### src/rtl/disc_pair_collision_resolve_core_assert.svh
// Assertion macros for the disc pair collision core.
// Used by the top level; expects clk and arst_n in scope.
`ifndef DISC_PAIR_COLLISION_RESOLVE_CORE_ASSERT_SVH
`define DISC_PAIR_COLLISION_RESOLVE_CORE_ASSERT_SVH

// cond must hold at every clock edge out of reset
`define DPCR_ASSERT_ALWAYS(lbl, cond, msg) \
	lbl: assert property (@(posedge clk) disable iff (!arst_n) (cond)) else $error(msg);

// post must hold in the cycle after pre
`define DPCR_ASSERT_NEXT(lbl, pre, post, msg) \
	lbl: assert property (@(posedge clk) disable iff (!arst_n) (pre) |=> (post)) else $error(msg);

`endif

### src/rtl/dpcr_pkg.sv
// Shared widths, reset values, register indexes and types for the disc pair collision core.
// No dependencies; imported by the divider and the top level.
package dpcr_pkg;

	// field widths
	localparam int POS_W   = 20;
	localparam int VEL_W   = 16;
	localparam int RAD_W   = 16;
	localparam int DATA_W  = 144;

	// datapath widths
	localparam int MAG_W   = 20;   // |dx|, |dy| and multiplier operands
	localparam int DVM_W   = 16;   // |dvx|, |dvy|
	localparam int DOT_W   = 38;   // signed dv . d
	localparam int DOTM_W  = 37;   // |dv . d|
	localparam int PROD_W  = 40;   // multiplier result
	localparam int D2_W    = 41;   // |d|^2
	localparam int TR2_W   = 34;   // (2r)^2
	localparam int NUM_W   = 57;   // |d_axis| * |dot|
	localparam int QUO_W   = 17;   // quotient magnitude
	localparam int CH_W    = 18;   // signed velocity change
	localparam int NV_W    = 19;   // velocity before saturation

	localparam int PIXEL   = 256;

	localparam int MAX_NUDGES_DEF = 64;

	localparam logic [RAD_W-1:0] RADIUS_RST = 16'd2560;
	localparam logic [POS_W-1:0] LEFT_RST   = 20'd0;
	localparam logic [POS_W-1:0] RIGHT_RST  = 20'd204800;
	localparam logic [POS_W-1:0] UPPER_RST  = 20'd0;
	localparam logic [POS_W-1:0] LOWER_RST  = 20'd102400;

	// register indexes; byte address is 4 * index
	typedef enum logic [2:0] {
		REG_RADIUS = 3'd0,
		REG_LEFT   = 3'd1,
		REG_RIGHT  = 3'd2,
		REG_UPPER  = 3'd3,
		REG_LOWER  = 3'd4
	} cfg_reg_t;

	// divider status toward the sequencer
	typedef struct packed {
		logic busy;
		logic done;
	} div_stat_t;

endpackage

### src/rtl/dpcr_divider.sv
// Restoring divider, one quotient bit per cycle, for the velocity change.
// Depends on dpcr_pkg. Quotient must be below 2**QUO_W.
module dpcr_divider import dpcr_pkg::*; (
	input  logic             clk,
	input  logic             arst_n,
	input  logic             start,
	input  logic [NUM_W-1:0] num,
	input  logic [D2_W-1:0]  den,
	output logic [QUO_W-1:0] quot,
	output div_stat_t        stat
);

	localparam int CNT_W = $clog2(QUO_W + 1);

	logic             busy_q;
	logic             done_q;
	logic [CNT_W-1:0] cnt_q;
	logic [D2_W-1:0]  rem_q;
	logic [QUO_W-1:0] sh_q;

	logic [D2_W:0] trial;
	logic [D2_W:0] diff;
	logic          ge;

	assign trial = {rem_q, sh_q[QUO_W-1]};
	assign diff  = trial - {1'b0, den};
	assign ge    = trial >= {1'b0, den};

	always_ff @(posedge clk or negedge arst_n) begin
		if (!arst_n) begin
			busy_q <= 1'b0;
			done_q <= 1'b0;
			cnt_q  <= '0;
		end else if (start) begin
			busy_q <= 1'b1;
			done_q <= 1'b0;
			cnt_q  <= CNT_W'(QUO_W);
		end else if (busy_q) begin
			cnt_q <= cnt_q - 1'b1;
			if (cnt_q == CNT_W'(1)) begin
				busy_q <= 1'b0;
				done_q <= 1'b1;
			end
		end else begin
			done_q <= 1'b0;
		end
	end

	always_ff @(posedge clk) begin
		if (start) begin
			rem_q <= D2_W'(num[NUM_W-1:QUO_W]);
			sh_q  <= num[QUO_W-1:0];
		end else if (busy_q) begin
			rem_q <= ge ? diff[D2_W-1:0] : trial[D2_W-1:0];
			sh_q  <= {sh_q[QUO_W-2:0], ge};
		end
	end

	assign quot      = sh_q;
	assign stat.busy = busy_q;
	assign stat.done = done_q;

endmodule

### src/rtl/disc_pair_collision_resolve_core.sv
// Disc pair collision core: equal-mass elastic impact plus separation pushes.
// An input transaction runs the impact phase, two 17-step divisions (skipped when the
// centers coincide), the velocity update and up to MAX_NUDGES pushes (states NDIF,
// NSQX, NSQY, NCMP per push), using the shared 20x20 multiplier and the divider; the
// next input is taken only after the result has been loaded into the output slot. Async
// active-low reset restores the register defaults and idles the sequencer; the output slot empties on reset.
`include "disc_pair_collision_resolve_core_assert.svh"

module disc_pair_collision_resolve_core import dpcr_pkg::*; #(
	parameter int unsigned MAX_NUDGES = MAX_NUDGES_DEF
) (
	input  logic              clk,
	input  logic              arst_n,
	// configuration
	input  logic              psel,
	input  logic              penable,
	input  logic              pwrite,
	input  logic [4:0]        paddr,
	input  logic [31:0]       pwdata,
	output logic [31:0]       prdata,
	output logic              pready,
	// input stream
	input  logic              s_axis_tvalid,
	output logic              s_axis_tready,
	// low to high: first_x, first_y, first_vx, first_vy,
	//              second_x, second_y, second_vx, second_vy
	input  logic [DATA_W-1:0] s_axis_tdata,
	// result stream
	output logic              m_axis_tvalid,
	input  logic              m_axis_tready,
	// low to high: new_first_x, new_first_y, new_first_vx, new_first_vy,
	//              new_second_x, new_second_y, new_second_vx, new_second_vy
	output logic [DATA_W-1:0] m_axis_tdata,
	// bit 0: still_overlapping
	output logic [0:0]        m_axis_tuser
);

	localparam int NW = $clog2(MAX_NUDGES + 1);

	// sequencer: impact phase, two divisions, velocity update, push loop
	typedef enum logic [18:0] {
		S_IDLE = 19'h00001,
		S_DOTX = 19'h00002,
		S_DOTY = 19'h00004,
		S_SQX  = 19'h00008,
		S_SQY  = 19'h00010,
		S_TR   = 19'h00020,
		S_PXL  = 19'h00040,
		S_PXH  = 19'h00080,
		S_PYL  = 19'h00100,
		S_PYH  = 19'h00200,
		S_PEND = 19'h00400,
		S_DIVX = 19'h00800,
		S_DIVY = 19'h01000,
		S_VEL  = 19'h02000,
		S_NDIF = 19'h04000,
		S_NSQX = 19'h08000,
		S_NSQY = 19'h10000,
		S_NCMP = 19'h20000,
		S_DONE = 19'h40000
	} state_t;

	localparam logic signed [NV_W-1:0] VEL_MAX = 19'sd32767;
	localparam logic signed [NV_W-1:0] VEL_MIN = -19'sd32768;

	// ---------------------------------------------------------------- helpers
	function automatic logic [MAG_W-1:0] absdiff(input logic [POS_W-1:0] a,
	                                              input logic [POS_W-1:0] b);
		return (a >= b) ? (a - b) : (b - a);
	endfunction

	function automatic logic [DVM_W-1:0] vel_abs(input logic signed [DVM_W:0] v);
		logic signed [DVM_W:0] n;
		n = -v;
		return v[DVM_W] ? n[DVM_W-1:0] : v[DVM_W-1:0];
	endfunction

	function automatic logic signed [DOT_W-1:0] sterm(input logic [35:0] m,
	                                                   input logic neg);
		logic signed [DOT_W-1:0] v;
		v = $signed({2'b00, m});
		return neg ? -v : v;
	endfunction

	function automatic logic signed [CH_W-1:0] sgn_quot(input logic [QUO_W-1:0] q,
	                                                     input logic neg);
		logic signed [CH_W-1:0] v;
		v = $signed({1'b0, q});
		return neg ? -v : v;
	endfunction

	function automatic logic signed [VEL_W-1:0] sat16(input logic signed [NV_W-1:0] v);
		if (v > VEL_MAX)
			return VEL_MAX[VEL_W-1:0];
		else if (v < VEL_MIN)
			return VEL_MIN[VEL_W-1:0];
		else
			return v[VEL_W-1:0];
	endfunction

	function automatic logic [POS_W-1:0] push_up(input logic [POS_W-1:0] v,
	                                              input logic [POS_W-1:0] hi);
		logic [POS_W:0] n;
		n = {1'b0, v} + (POS_W+1)'(PIXEL);
		return (n < {1'b0, hi}) ? n[POS_W-1:0] : hi;
	endfunction

	function automatic logic [POS_W-1:0] push_dn(input logic [POS_W-1:0] v,
	                                              input logic [POS_W-1:0] lo);
		logic [POS_W-1:0] n;
		n = v - POS_W'(PIXEL);
		if (v < POS_W'(PIXEL))
			return lo;
		else
			return (n > lo) ? n : lo;
	endfunction

	// ---------------------------------------------------------------- config
	logic [RAD_W-1:0] radius_q;
	logic [POS_W-1:0] left_q, right_q, upper_q, lower_q;
	cfg_reg_t         cfg_sel;
	logic             cfg_wr;

	assign pready  = 1'b1;
	assign cfg_sel = cfg_reg_t'(paddr[4:2]);
	assign cfg_wr  = psel && penable && pwrite && pready;

	always_ff @(posedge clk or negedge arst_n) begin
		if (!arst_n) begin
			radius_q <= RADIUS_RST;
			left_q   <= LEFT_RST;
			right_q  <= RIGHT_RST;
			upper_q  <= UPPER_RST;
			lower_q  <= LOWER_RST;
		end else if (cfg_wr) begin
			unique case (cfg_sel)
				REG_RADIUS: radius_q <= pwdata[RAD_W-1:0];
				REG_LEFT:   left_q   <= pwdata[POS_W-1:0];
				REG_RIGHT:  right_q  <= pwdata[POS_W-1:0];
				REG_UPPER:  upper_q  <= pwdata[POS_W-1:0];
				REG_LOWER:  lower_q  <= pwdata[POS_W-1:0];
				default:    ;
			endcase
		end
	end

	always_comb begin
		unique case (cfg_sel)
			REG_RADIUS: prdata = {16'd0, radius_q};
			REG_LEFT:   prdata = {12'd0, left_q};
			REG_RIGHT:  prdata = {12'd0, right_q};
			REG_UPPER:  prdata = {12'd0, upper_q};
			REG_LOWER:  prdata = {12'd0, lower_q};
			default:    prdata = 32'd0;
		endcase
	end

	// ---------------------------------------------------------------- datapath regs
	state_t state_q, state_d;

	logic [POS_W-1:0]        ax_q, ay_q, bx_q, by_q;      // positions, updated by pushes
	logic signed [VEL_W-1:0] avx_q, avy_q, bvx_q, bvy_q;  // velocities, updated once
	logic [MAG_W-1:0]        dxa_q, dya_q;                 // |dx|, |dy|
	logic                    sx_q, sy_q;                   // dx < 0, dy < 0
	logic [DVM_W-1:0]        dvxa_q, dvya_q;
	logic                    svx_q, svy_q;
	logic signed [DOT_W-1:0] dot_q;
	logic [DOTM_W-1:0]       dotm_q;
	logic                    sdot_q;
	logic [D2_W-1:0]         d2_q;
	logic [TR2_W-1:0]        tr2_q;
	logic [NUM_W-1:0]        numx_q, numy_q;
	logic signed [CH_W-1:0]  chx_q, chy_q;
	logic [PROD_W-1:0]       sq_q;
	logic [PROD_W-1:0]       prod_q;
	logic [NW-1:0]           nudge_q;
	logic                    flag_q;

	logic [DATA_W-1:0] out_data_q;
	logic              out_user_q;
	logic              m_valid_q;

	logic in_acc;
	logic out_load;
	logic touch;
	logic at_limit;

	assign s_axis_tready = (state_q == S_IDLE);
	assign in_acc        = s_axis_tvalid && s_axis_tready;
	assign out_load      = (state_q == S_DONE) && (!m_valid_q || m_axis_tready);
	assign touch         = ({1'b0, sq_q} + {1'b0, prod_q}) <= D2_W'(tr2_q);
	assign at_limit      = (nudge_q == NW'(MAX_NUDGES));

	// ---------------------------------------------------------------- shared multiplier
	logic [MAG_W-1:0] mul_a, mul_b;
	logic [16:0]      two_r;

	assign two_r = {radius_q, 1'b0};

	always_comb begin
		mul_a = '0;
		mul_b = '0;
		unique case (state_q)
			S_DOTX: begin mul_a = dxa_q; mul_b = MAG_W'(dvxa_q); end
			S_DOTY: begin mul_a = dya_q; mul_b = MAG_W'(dvya_q); end
			S_SQX, S_NSQX: begin mul_a = dxa_q; mul_b = dxa_q; end
			S_SQY, S_NSQY: begin mul_a = dya_q; mul_b = dya_q; end
			S_TR:   begin mul_a = MAG_W'(two_r); mul_b = MAG_W'(two_r); end
			S_PXL:  begin mul_a = dxa_q; mul_b = dotm_q[19:0]; end
			S_PXH:  begin mul_a = dxa_q; mul_b = MAG_W'(dotm_q[DOTM_W-1:20]); end
			S_PYL:  begin mul_a = dya_q; mul_b = dotm_q[19:0]; end
			S_PYH:  begin mul_a = dya_q; mul_b = MAG_W'(dotm_q[DOTM_W-1:20]); end
			default: ;
		endcase
	end

	always_ff @(posedge clk) begin
		prod_q <= mul_a * mul_b;
	end

	// ---------------------------------------------------------------- shared divider
	logic             div_start;
	logic [NUM_W-1:0] div_num;
	logic [QUO_W-1:0] div_quot;
	div_stat_t        div_st;

	assign div_start = ((state_q == S_PEND) && (d2_q != '0)) ||
	                   ((state_q == S_DIVX) && div_st.done);
	assign div_num   = (state_q == S_PEND) ? numx_q : numy_q;

	dpcr_divider u_div (
		.clk    (clk),
		.arst_n (arst_n),
		.start  (div_start),
		.num    (div_num),
		.den    (d2_q),
		.quot   (div_quot),
		.stat   (div_st)
	);

	// ---------------------------------------------------------------- sequencer
	always_comb begin
		state_d = state_q;
		unique case (state_q)
			S_IDLE: if (in_acc) state_d = S_DOTX;
			S_DOTX: state_d = S_DOTY;
			S_DOTY: state_d = S_SQX;
			S_SQX:  state_d = S_SQY;
			S_SQY:  state_d = S_TR;
			S_TR:   state_d = S_PXL;
			S_PXL:  state_d = S_PXH;
			S_PXH:  state_d = S_PYL;
			S_PYL:  state_d = S_PYH;
			S_PYH:  state_d = S_PEND;
			S_PEND: state_d = (d2_q != '0) ? S_DIVX : S_VEL;
			S_DIVX: if (div_st.done) state_d = S_DIVY;
			S_DIVY: if (div_st.done) state_d = S_VEL;
			S_VEL:  state_d = S_NSQX;
			S_NDIF: state_d = S_NSQX;
			S_NSQX: state_d = S_NSQY;
			S_NSQY: state_d = S_NCMP;
			S_NCMP: state_d = (!touch || at_limit) ? S_DONE : S_NDIF;
			S_DONE: if (out_load) state_d = S_IDLE;
			default: state_d = S_IDLE;
		endcase
	end

	always_ff @(posedge clk or negedge arst_n) begin
		if (!arst_n) begin
			state_q   <= S_IDLE;
			nudge_q   <= '0;
			m_valid_q <= 1'b0;
		end else begin
			state_q <= state_d;
			if (in_acc)
				nudge_q <= '0;
			else if ((state_q == S_NCMP) && touch && !at_limit)
				nudge_q <= nudge_q + 1'b1;
			if (out_load)
				m_valid_q <= 1'b1;
			else if (m_axis_tready)
				m_valid_q <= 1'b0;
		end
	end

	// ---------------------------------------------------------------- datapath
	logic [POS_W-1:0]        in_ax, in_ay, in_bx, in_by;
	logic signed [VEL_W-1:0] in_avx, in_avy, in_bvx, in_bvy;
	logic signed [DVM_W:0]   in_dvx, in_dvy;
	logic [DOT_W-1:0]        dot_abs;
	logic                    ax_gt, ay_gt;

	assign in_ax  = s_axis_tdata[19:0];
	assign in_ay  = s_axis_tdata[39:20];
	assign in_avx = s_axis_tdata[55:40];
	assign in_avy = s_axis_tdata[71:56];
	assign in_bx  = s_axis_tdata[91:72];
	assign in_by  = s_axis_tdata[111:92];
	assign in_bvx = s_axis_tdata[127:112];
	assign in_bvy = s_axis_tdata[143:128];

	assign in_dvx  = (DVM_W+1)'(in_avx) - (DVM_W+1)'(in_bvx);
	assign in_dvy  = (DVM_W+1)'(in_avy) - (DVM_W+1)'(in_bvy);
	assign dot_abs = dot_q[DOT_W-1] ? DOT_W'(-dot_q) : DOT_W'(dot_q);
	// equal coordinates: first disc goes toward smaller values
	assign ax_gt   = ax_q > bx_q;
	assign ay_gt   = ay_q > by_q;

	always_ff @(posedge clk) begin
		unique case (state_q)
			S_IDLE: if (in_acc) begin
				ax_q   <= in_ax;
				ay_q   <= in_ay;
				bx_q   <= in_bx;
				by_q   <= in_by;
				avx_q  <= in_avx;
				avy_q  <= in_avy;
				bvx_q  <= in_bvx;
				bvy_q  <= in_bvy;
				dxa_q  <= absdiff(in_ax, in_bx);
				dya_q  <= absdiff(in_ay, in_by);
				sx_q   <= in_ax < in_bx;
				sy_q   <= in_ay < in_by;
				dvxa_q <= vel_abs(in_dvx);
				dvya_q <= vel_abs(in_dvy);
				svx_q  <= in_dvx[DVM_W];
				svy_q  <= in_dvy[DVM_W];
				flag_q <= 1'b0;
			end
			// each state consumes the product issued in the state before it
			S_DOTY: dot_q <= sterm(prod_q[35:0], sx_q ^ svx_q);
			S_SQX:  dot_q <= dot_q + sterm(prod_q[35:0], sy_q ^ svy_q);
			S_SQY: begin
				d2_q   <= D2_W'(prod_q);
				dotm_q <= dot_abs[DOTM_W-1:0];
				sdot_q <= dot_q[DOT_W-1];
			end
			S_TR:   d2_q   <= d2_q + D2_W'(prod_q);
			S_PXL:  tr2_q  <= prod_q[TR2_W-1:0];
			S_PXH:  numx_q <= NUM_W'(prod_q);
			S_PYL:  numx_q <= numx_q + {prod_q[NUM_W-21:0], 20'd0};
			S_PYH:  numy_q <= NUM_W'(prod_q);
			S_PEND: begin
				numy_q <= numy_q + {prod_q[NUM_W-21:0], 20'd0};
				// coincident centers: velocities pass unchanged
				if (d2_q == '0) begin
					chx_q <= '0;
					chy_q <= '0;
				end
			end
			S_DIVX: if (div_st.done) chx_q <= sgn_quot(div_quot, sx_q ^ sdot_q);
			S_DIVY: if (div_st.done) chy_q <= sgn_quot(div_quot, sy_q ^ sdot_q);
			S_VEL: begin
				avx_q <= sat16(NV_W'(avx_q) - NV_W'(chx_q));
				avy_q <= sat16(NV_W'(avy_q) - NV_W'(chy_q));
				bvx_q <= sat16(NV_W'(bvx_q) + NV_W'(chx_q));
				bvy_q <= sat16(NV_W'(bvy_q) + NV_W'(chy_q));
			end
			S_NDIF: begin
				dxa_q <= absdiff(ax_q, bx_q);
				dya_q <= absdiff(ay_q, by_q);
			end
			S_NSQY: sq_q <= prod_q;
			S_NCMP: if (touch) begin
				if (at_limit) begin
					flag_q <= 1'b1;
				end else begin
					ax_q <= ax_gt ? push_up(ax_q, right_q) : push_dn(ax_q, left_q);
					bx_q <= ax_gt ? push_dn(bx_q, left_q)  : push_up(bx_q, right_q);
					ay_q <= ay_gt ? push_up(ay_q, lower_q) : push_dn(ay_q, upper_q);
					by_q <= ay_gt ? push_dn(by_q, upper_q) : push_up(by_q, lower_q);
				end
			end
			default: ;
		endcase
	end

	// ---------------------------------------------------------------- output slot
	always_ff @(posedge clk) begin
		if (out_load) begin
			out_data_q <= {bvy_q, bvx_q, by_q, bx_q, avy_q, avx_q, ay_q, ax_q};
			out_user_q <= flag_q;
		end
	end

	assign m_axis_tvalid   = m_valid_q;
	assign m_axis_tdata    = out_data_q;
	assign m_axis_tuser[0] = out_user_q;

	// ---------------------------------------------------------------- checks
	`DPCR_ASSERT_ALWAYS(a_div_in_phase, !div_st.busy || state_q == S_DIVX || state_q == S_DIVY, "divider busy outside division phase")
	`DPCR_ASSERT_ALWAYS(a_nudge_bound, nudge_q <= NW'(MAX_NUDGES), "push count beyond limit")
	`DPCR_ASSERT_ALWAYS(a_flag_at_limit, !(state_q == S_DONE && flag_q) || at_limit, "overlap flag without reaching push limit")
	`DPCR_ASSERT_NEXT(a_accept_starts, in_acc, state_q == S_DOTX && nudge_q == '0, "input transaction did not start the sequence")

endmodule
### config.mk
export PLATFORM = sky130hd
export DESIGN_NAME = disc_pair_collision_resolve_core
export DESIGN_NICKNAME = d
export VERILOG_FILES = /design/src/rtl/dpcr_pkg.sv /design/src/rtl/dpcr_divider.sv /design/src/rtl/disc_pair_collision_resolve_core.sv
export VERILOG_INCLUDE_DIRS = /design/src /design/src/rtl
export SDC_FILE = /design/constraint.sdc
export NUM_CORES = 2
export LEC_CHECK = 0
export BUFFER_PORTS_ARGS = -buffer_cell sky130_fd_sc_hd__buf_2
export CELL_PAD_IN_SITES_DETAIL_PLACEMENT = 0
export CELL_PAD_IN_SITES_GLOBAL_PLACEMENT = 1
export CORE_ASPECT_RATIO = 1.4
export CORE_MARGIN = 1.5
export CORE_UTILIZATION = 51
export CTS_BUF_LIST = sky130_fd_sc_hd__clkbuf_2 sky130_fd_sc_hd__clkbuf_4 sky130_fd_sc_hd__clkbuf_8
export CTS_CLUSTER_SIZE = 20
export DETAILED_ROUTE_END_ITERATION = 6
export PLACE_DENSITY = 0.81
export SYNTH_ARGS = -nofsm -noshare
export SYNTH_HDL_FRONTEND = slang
export SYNTH_SLANG_ARGS = --single-unit
### constraint.sdc
create_clock -name clk -period 17.9 [get_ports clk]
set_input_delay 1.79 -clock clk [delete_from_list [all_inputs] [get_ports clk]]
set_output_delay 1.79 -clock clk [all_outputs]
set_load 0.02 [all_outputs]
-- Yosys cells after proc, flatten, opt, wreduce, memory -nomap -nowiden
Index checks and enable logic that the tools add are counted.
- word-level logic and storage cells: 301
- bits in registers: 935
- output and inout port bits: 180
- mux-type cells: 104
- add/subtract/negate cells: 35
- bitwise gates (word level): 4
- reduce and logical (&&, ||, !) cells: 49
- eq/ne operators: 34
- $mul: 1
- magnitude comparators: 30
- operators with widths (cell ; number):
    $mux 20 ; 34
    $pmux 19 s18 ; 1
    $pmux 20 s2 ; 6
    $pmux 57 s2 ; 2
    $mux 16 ; 14
    $sub 20x20->20 ; 8
    $pmux 20 s7 ; 1
    $pmux 16 s2 ; 4
    $gt 20x20->1 ; 6
    $add 57x57->57 ; 2
    $pmux 20 s5 ; 1
    $mux 19 ; 5
    $mux 18 ; 5
    $add 20x9->21 const B ; 4
    $lt 21x20->1 ; 4
    $pmux 41 s2 ; 1
    $ge 20x20->1 ; 4
    $lt 20x9->1 const B ; 4
    $mux 40 ; 2
    $sub 20x9->20 const B ; 4
    $gt 19x16->1 const B ; 4
    $lt 19x16->1 const B ; 4
    $mux 38 ; 2
    $pmux 38 s2 ; 1
    68 further kinds ; 134

-- Logic depth before layout (Yosys ltp)
- depth in word-level cells: 8
- gate-level depth with buffers: 40
- depth with buffers taken out: 36

-- Modules after synthesis
A second synthesis with hierarchy kept.
- cell total of the unflattened synthesis: 9335
- area total of the unflattened synthesis: 85356.9 um^2
- by module, submodules not included (module ; seq. area each (um^2) ; area an instance (um^2) ; cells an instance ; times used):
    disc_pair_collision_resolve_core ; 25120.3 ; 79201.0 ; 8671 ; 1
    dpcr_divider ; 1906.8 ; 6155.9 ; 664 ; 1

-- Worst setup path after synthesis
No wires, ideal clock.
- path kind: flip-flop to flip-flop
- start: reg state_q[2]
- end: reg prod_q[36]
- buffers on the path: 4
- stages on the path, launching flop included: 38
- arrival time: 13468 ps
- path slack: 4359 ps
- cell sequence: dfrtp_1 clkbuf_1 nor4_1 and3_1 nand4_1 nor4b_1 or2_2 or4_1 clkbuf_1 clkbuf_1 a221o_1 clkbuf_1 nand2_1 fa_1 inv_1 fa_1 inv_1 fa_1 [... 2 more ...] inv_1 fa_1 inv_1 fa_1 inv_1 fa_1 inv_1 ha_1 a21o_1 a211o_1 a21o_1 a31o_2 a21oi_1 o31ai_1 o41ai_1 o21bai_1 a21oi_1 xnor2_1
- cells in the longest elaborated chain, start to end: 4
- ends and longest elaborated chain (element ; line ; text):
    start: declaration ; disc_pair_collision_resolve_core.sv:159 ; state_t state_q, state_d;
    start signal: assignment ; disc_pair_collision_resolve_core.sv:274 ; state_q <= state_d;
    $eq 19x17->1, or another cell as far along ; disc_pair_collision_resolve_core.sv:203 ; unique case (state_q)
    $reduce_or 5->1 (no line) / $reduce_or 2->1 (equally long branches) ; n/a ;
    $pmux 20 s3 / $pmux 20 s7 (equally long branches) ; disc_pair_collision_resolve_core.sv:203 ;
    $mul 20x20->40 * ; disc_pair_collision_resolve_core.sv:218 ; prod_q <= mul_a * mul_b;
    end signal: assignment ; disc_pair_collision_resolve_core.sv:218 ;
    end: declaration ; disc_pair_collision_resolve_core.sv:175 ; logic [PROD_W-1:0] prod_q;
Mark *: on every way between the ends. The rest lies on a longest branch, timed or not.
A chain may end at the register's enable or synchronous reset.

-- Worst setup path after layout
Ends and elaborated chain as after synthesis.

==> flow_summary_export.csv <==
group,metric,value,unit
global_route,use_met1,0.390,
placed_design,place_congestion,1.05,
timing,fin_crit,11780,ps
synth,synth_area_per_cell,9.12,um2
placed_design,dp_slack,6320,ps
drt,drc_errors,0,
drt,dr_total_vias,72800,
die,initial_core_util,0.515,
critical_path,critPathBufInv,4,
synth,synthArstFlopShare,0.139,
critical_path,critPathKind,"register to register",
cells_and_area,stdcell_count,11800,
critical_path,crit_fanout,41,
global_route,top_usage_layer,"met2",
synth,synth_cell_type_count,96,
synth,yosysTopAreaCell,"edfxtp_1",
global_route,grtUsageTotal,0.362,
timing,setup_tns,0,ps
cells_and_area,multi_input_comb_area,52900,um2
synth,ys.flop_type,"edfxtp_1",
pwr,power_density,119,nW/um2
synth,syn_inst,9279,
critical_path,critPathCapture,"prod_q[36]",
timing,whs,458,ps
timing,hold_viol_final,0,
critical_path,reg2regPathDepth,32,
global_route,met3_usage,0.0640,
cells_and_area,seq_area,27000,um2
cells_and_area,fill_cells,15000,
critical_path,r2r_start,"state_q[2]",
clock_tree,htree_levels,4,
critical_path,reg2reg_to,"prod_q[36]",
critical_path,worstSetupStartpointType,"register",
pwr,finalPower,0.0111,W
clock_tree,cts_resized,0,
synth,synth_area,84700,um2
drt,drt_iter0_drc,5766,
timing,period_share,0.658,
critical_path,endpoint_kind,"register",
critical_path,cp_top_family,"adder cells",
cells_and_area,drive_gt1_frac,0.104,
pwr,power.leakage,41.9,nW
die,row_count,176,
outcome,run_status,"complete, but fails checks",
clock_tree,cts_tree,"yes",
pwr,p_clk_frac,0.200,
pwr,seq_power_share,0.285,
synth,synth_top_area_frac,0.271,
synth,synth_enable_flop_cells,764,
pwr,p_switching,0.00500,W
die,ios,368,
drt,avgRoutedWirePerCell,26.2,um
global_route,grt_max_degree,83,
global_route,grtUsageMet2,0.612,
critical_path,cp_slowest_cell,"a221o_1",
drt,postRouteAntennaNets,0,
clock_tree,max-clock-path-buffers,3,
timing,fmax,84.9,MHz
die,dieArea,169000,um2
pwr,ir_drop,0.121,mV
pwr,p_sw_frac,0.453,
critical_path,crit_required,18770,ps
pwr,p_int,0.00605,W
clock_tree,cts_root_buffer,"clkbuf_8",
clock_tree,postCtsHoldBufs,0,
placed_design,io_buffers,340,
clock_tree,cts_buffers,162,
synth,ys_seq_area_frac,0.319,
min_path,min_path_type,"register to register",
timing,drv_slew,5,
synth,yosys_warnings,0,
clock_tree,clock_sinks,935,
clock_tree,post_cts_buffers,0,
critical_path,cp_num_cells,32,
timing,setup_violations,0,
placed_design,dp_hpwl,241000,um
critical_path,ff2ff_setup_slack,6120,ps
cells_and_area,fin_nets,10900,
critical_path,cp_common_cell,"fa_1",
outcome,violations,"max-slew violations",
critical_path,startpoint,"state_q[2]",
timing,worst_pin_slew,1540,ps
global_route,grt_pass1_vias,72800,
pwr,p_comb_frac,0.515,
timing,slew_headroom,-0.0254,
drt,totalWireLength,310000,um
timing,rsz0062_at_grt,"false",
synth,yosysMostFrequentCell,"nand2_1",
clock_tree,clk_pin_slew,70,ps
synth,synth_common_cells,"nand2_1 (987), inv_1 (931), ha_1 (847), edfxtp_1 (764), nor2_1 (671)",
die,die_w,347,um
cells_and_area,syn2layout_area_growth,9.39,%
critical_path,max_stage_delay,890,ps
drt,first_pass_iters,7,
die,core_area,164000,um2
job,drv_cap,0,
drt,vias_per_cell,6.15,
global_route,grt-ovfl-total,0,
die,chipHeight,485,um
global_route,grt_pass1_wl,455000,um
critical_path,crit_arrival,12660,ps
global_route,antenna_found_initial,15,
clock_tree,clkLatencyLatePin,990,ps
placed_design,dp_cells,11500,
timing,setup_slack,6120,ps
synth,ys_ff_latch,935,
synth,synth.area.top_cells,"edfxtp_1 (27%), ha_1 (13%), fa_1 (8.0%), nand2_1 (4.4%), inv_1 (4.1%)",
timing,fin_worst_skew,73.8,ps
-- power by group through the flow --
stage | clock network [W] | logic [W] | registers [W]
global placement | 0 | 0.00547 | 0.00317
detailed placement | 0 | 0.00555 | 0.00317
finish | 0.00221 | 0.00569 | 0.00315
CTS | 0.00224 | 0.00559 | 0.00313
global route | 0.00232 | 0.00620 | 0.00315
floorplan | 0 | 0.00398 | 0.00293
-- stage by stage --
stage           util  cell area, um2
5_1_grt        0.563           92600
3_3_place_gp   0.541           89100
6_report       0.563           92600
3_5_place_dp   0.541           89100
2_1_floorplan      -           84700
4_1_cts        0.563           92600
-- registers in the layout, summed over array words and instances, names as in the netlist, 34 cells and up --
register / count
d2_q: 41
sq_q: 40
prod_q: 40
dot_q: 38
numx_q: 57
tr2_q: 34
numy_q: 57
m_axis_tdata: 144
dotm_q: 37
u_div.rem_q: 41
-- layer usage --
metal / vias up / share of wire
met2: 2980 / 0.48
met1: 35300 / 0.36
met4: 8 / 0.10
met3: 1056 / 0.064
li1: 33500 / -
met5: - / 0.00020
-- cells in the final DEF (no fill, tap or decap), types with 37 or more instances in the layout --
master    count
nand2_1     985
inv_1       931
ha_1        847
edfxtp_1    764
nor2_1      668
a21oi_1     620
o21ai_0     513
xnor2_1     396
fa_1        340
buf_2       339
a21o_1      264
xor2_1      200
clkbuf_8    176
buf_4       168
nand3_1     162
nor3_1      134
dfrtp_1     121
mux2i_1     116
mux2_2      105
a211oi_1    102
and2_1       96
o21bai_1     94
nor2b_1      93
a22oi_1      88
nand4_1      84
nand2b_1     80
or3_1        79
o21a_1       73
a31oi_1      68
and3_1       64
a221oi_1     54
o31ai_1      48
o211ai_1     47
nor4_1       46
dfxtp_1      41
clkbuf_4     40
a221o_1      39
or2_2        37
-- layout make-up --
type / count / area share
clock inverter: 76 / 0.00860
multi-input combinational: 7025 / 0.571
antenna: 12 / 0.000324
timing repair buffer: 508 / 0.0321
sequential: 935 / 0.292
inverter: 934 / 0.0379
clock buffer: 216 / 0.0294
tap: 2136 / 0.0289
-- logic make-up after synthesis --
logic type / Yosys count / share of synthesized area
compound gates: 2330 / 0.178
mux: 221 / 0.0277
xor+xnor: 600 / 0.0621
flops: 935 / 0.319
other cells: 2 / 0.0000887
buf+inv: 1330 / 0.0598
fa+ha+maj: 1187 / 0.206
simple gates: 2674 / 0.147
-- how the worst min path moves through the flow --
| stage | startpoint | endpoint | slack, ps | depth (start not counted) |
|---|---|---|---|---|
| 6_report | avx_q[0] | m_axis_tdata[40] | 460 | 0 |
| 3_5_place_dp | avy_q[0] | m_axis_tdata[56] | 440 | 0 |
| 5_1_grt | avx_q[11] | m_axis_tdata[51] | 470 | 0 |
| 4_1_cts | avy_q[0] | m_axis_tdata[56] | 450 | 0 |
| 3_3_place_gp | avx_q[13] | m_axis_tdata[53] | 440 | 0 |
| 2_1_floorplan | flag_q | m_axis_tuser | 400 | 0 |
No activity file was read; power rests on OpenSTA's default activity.
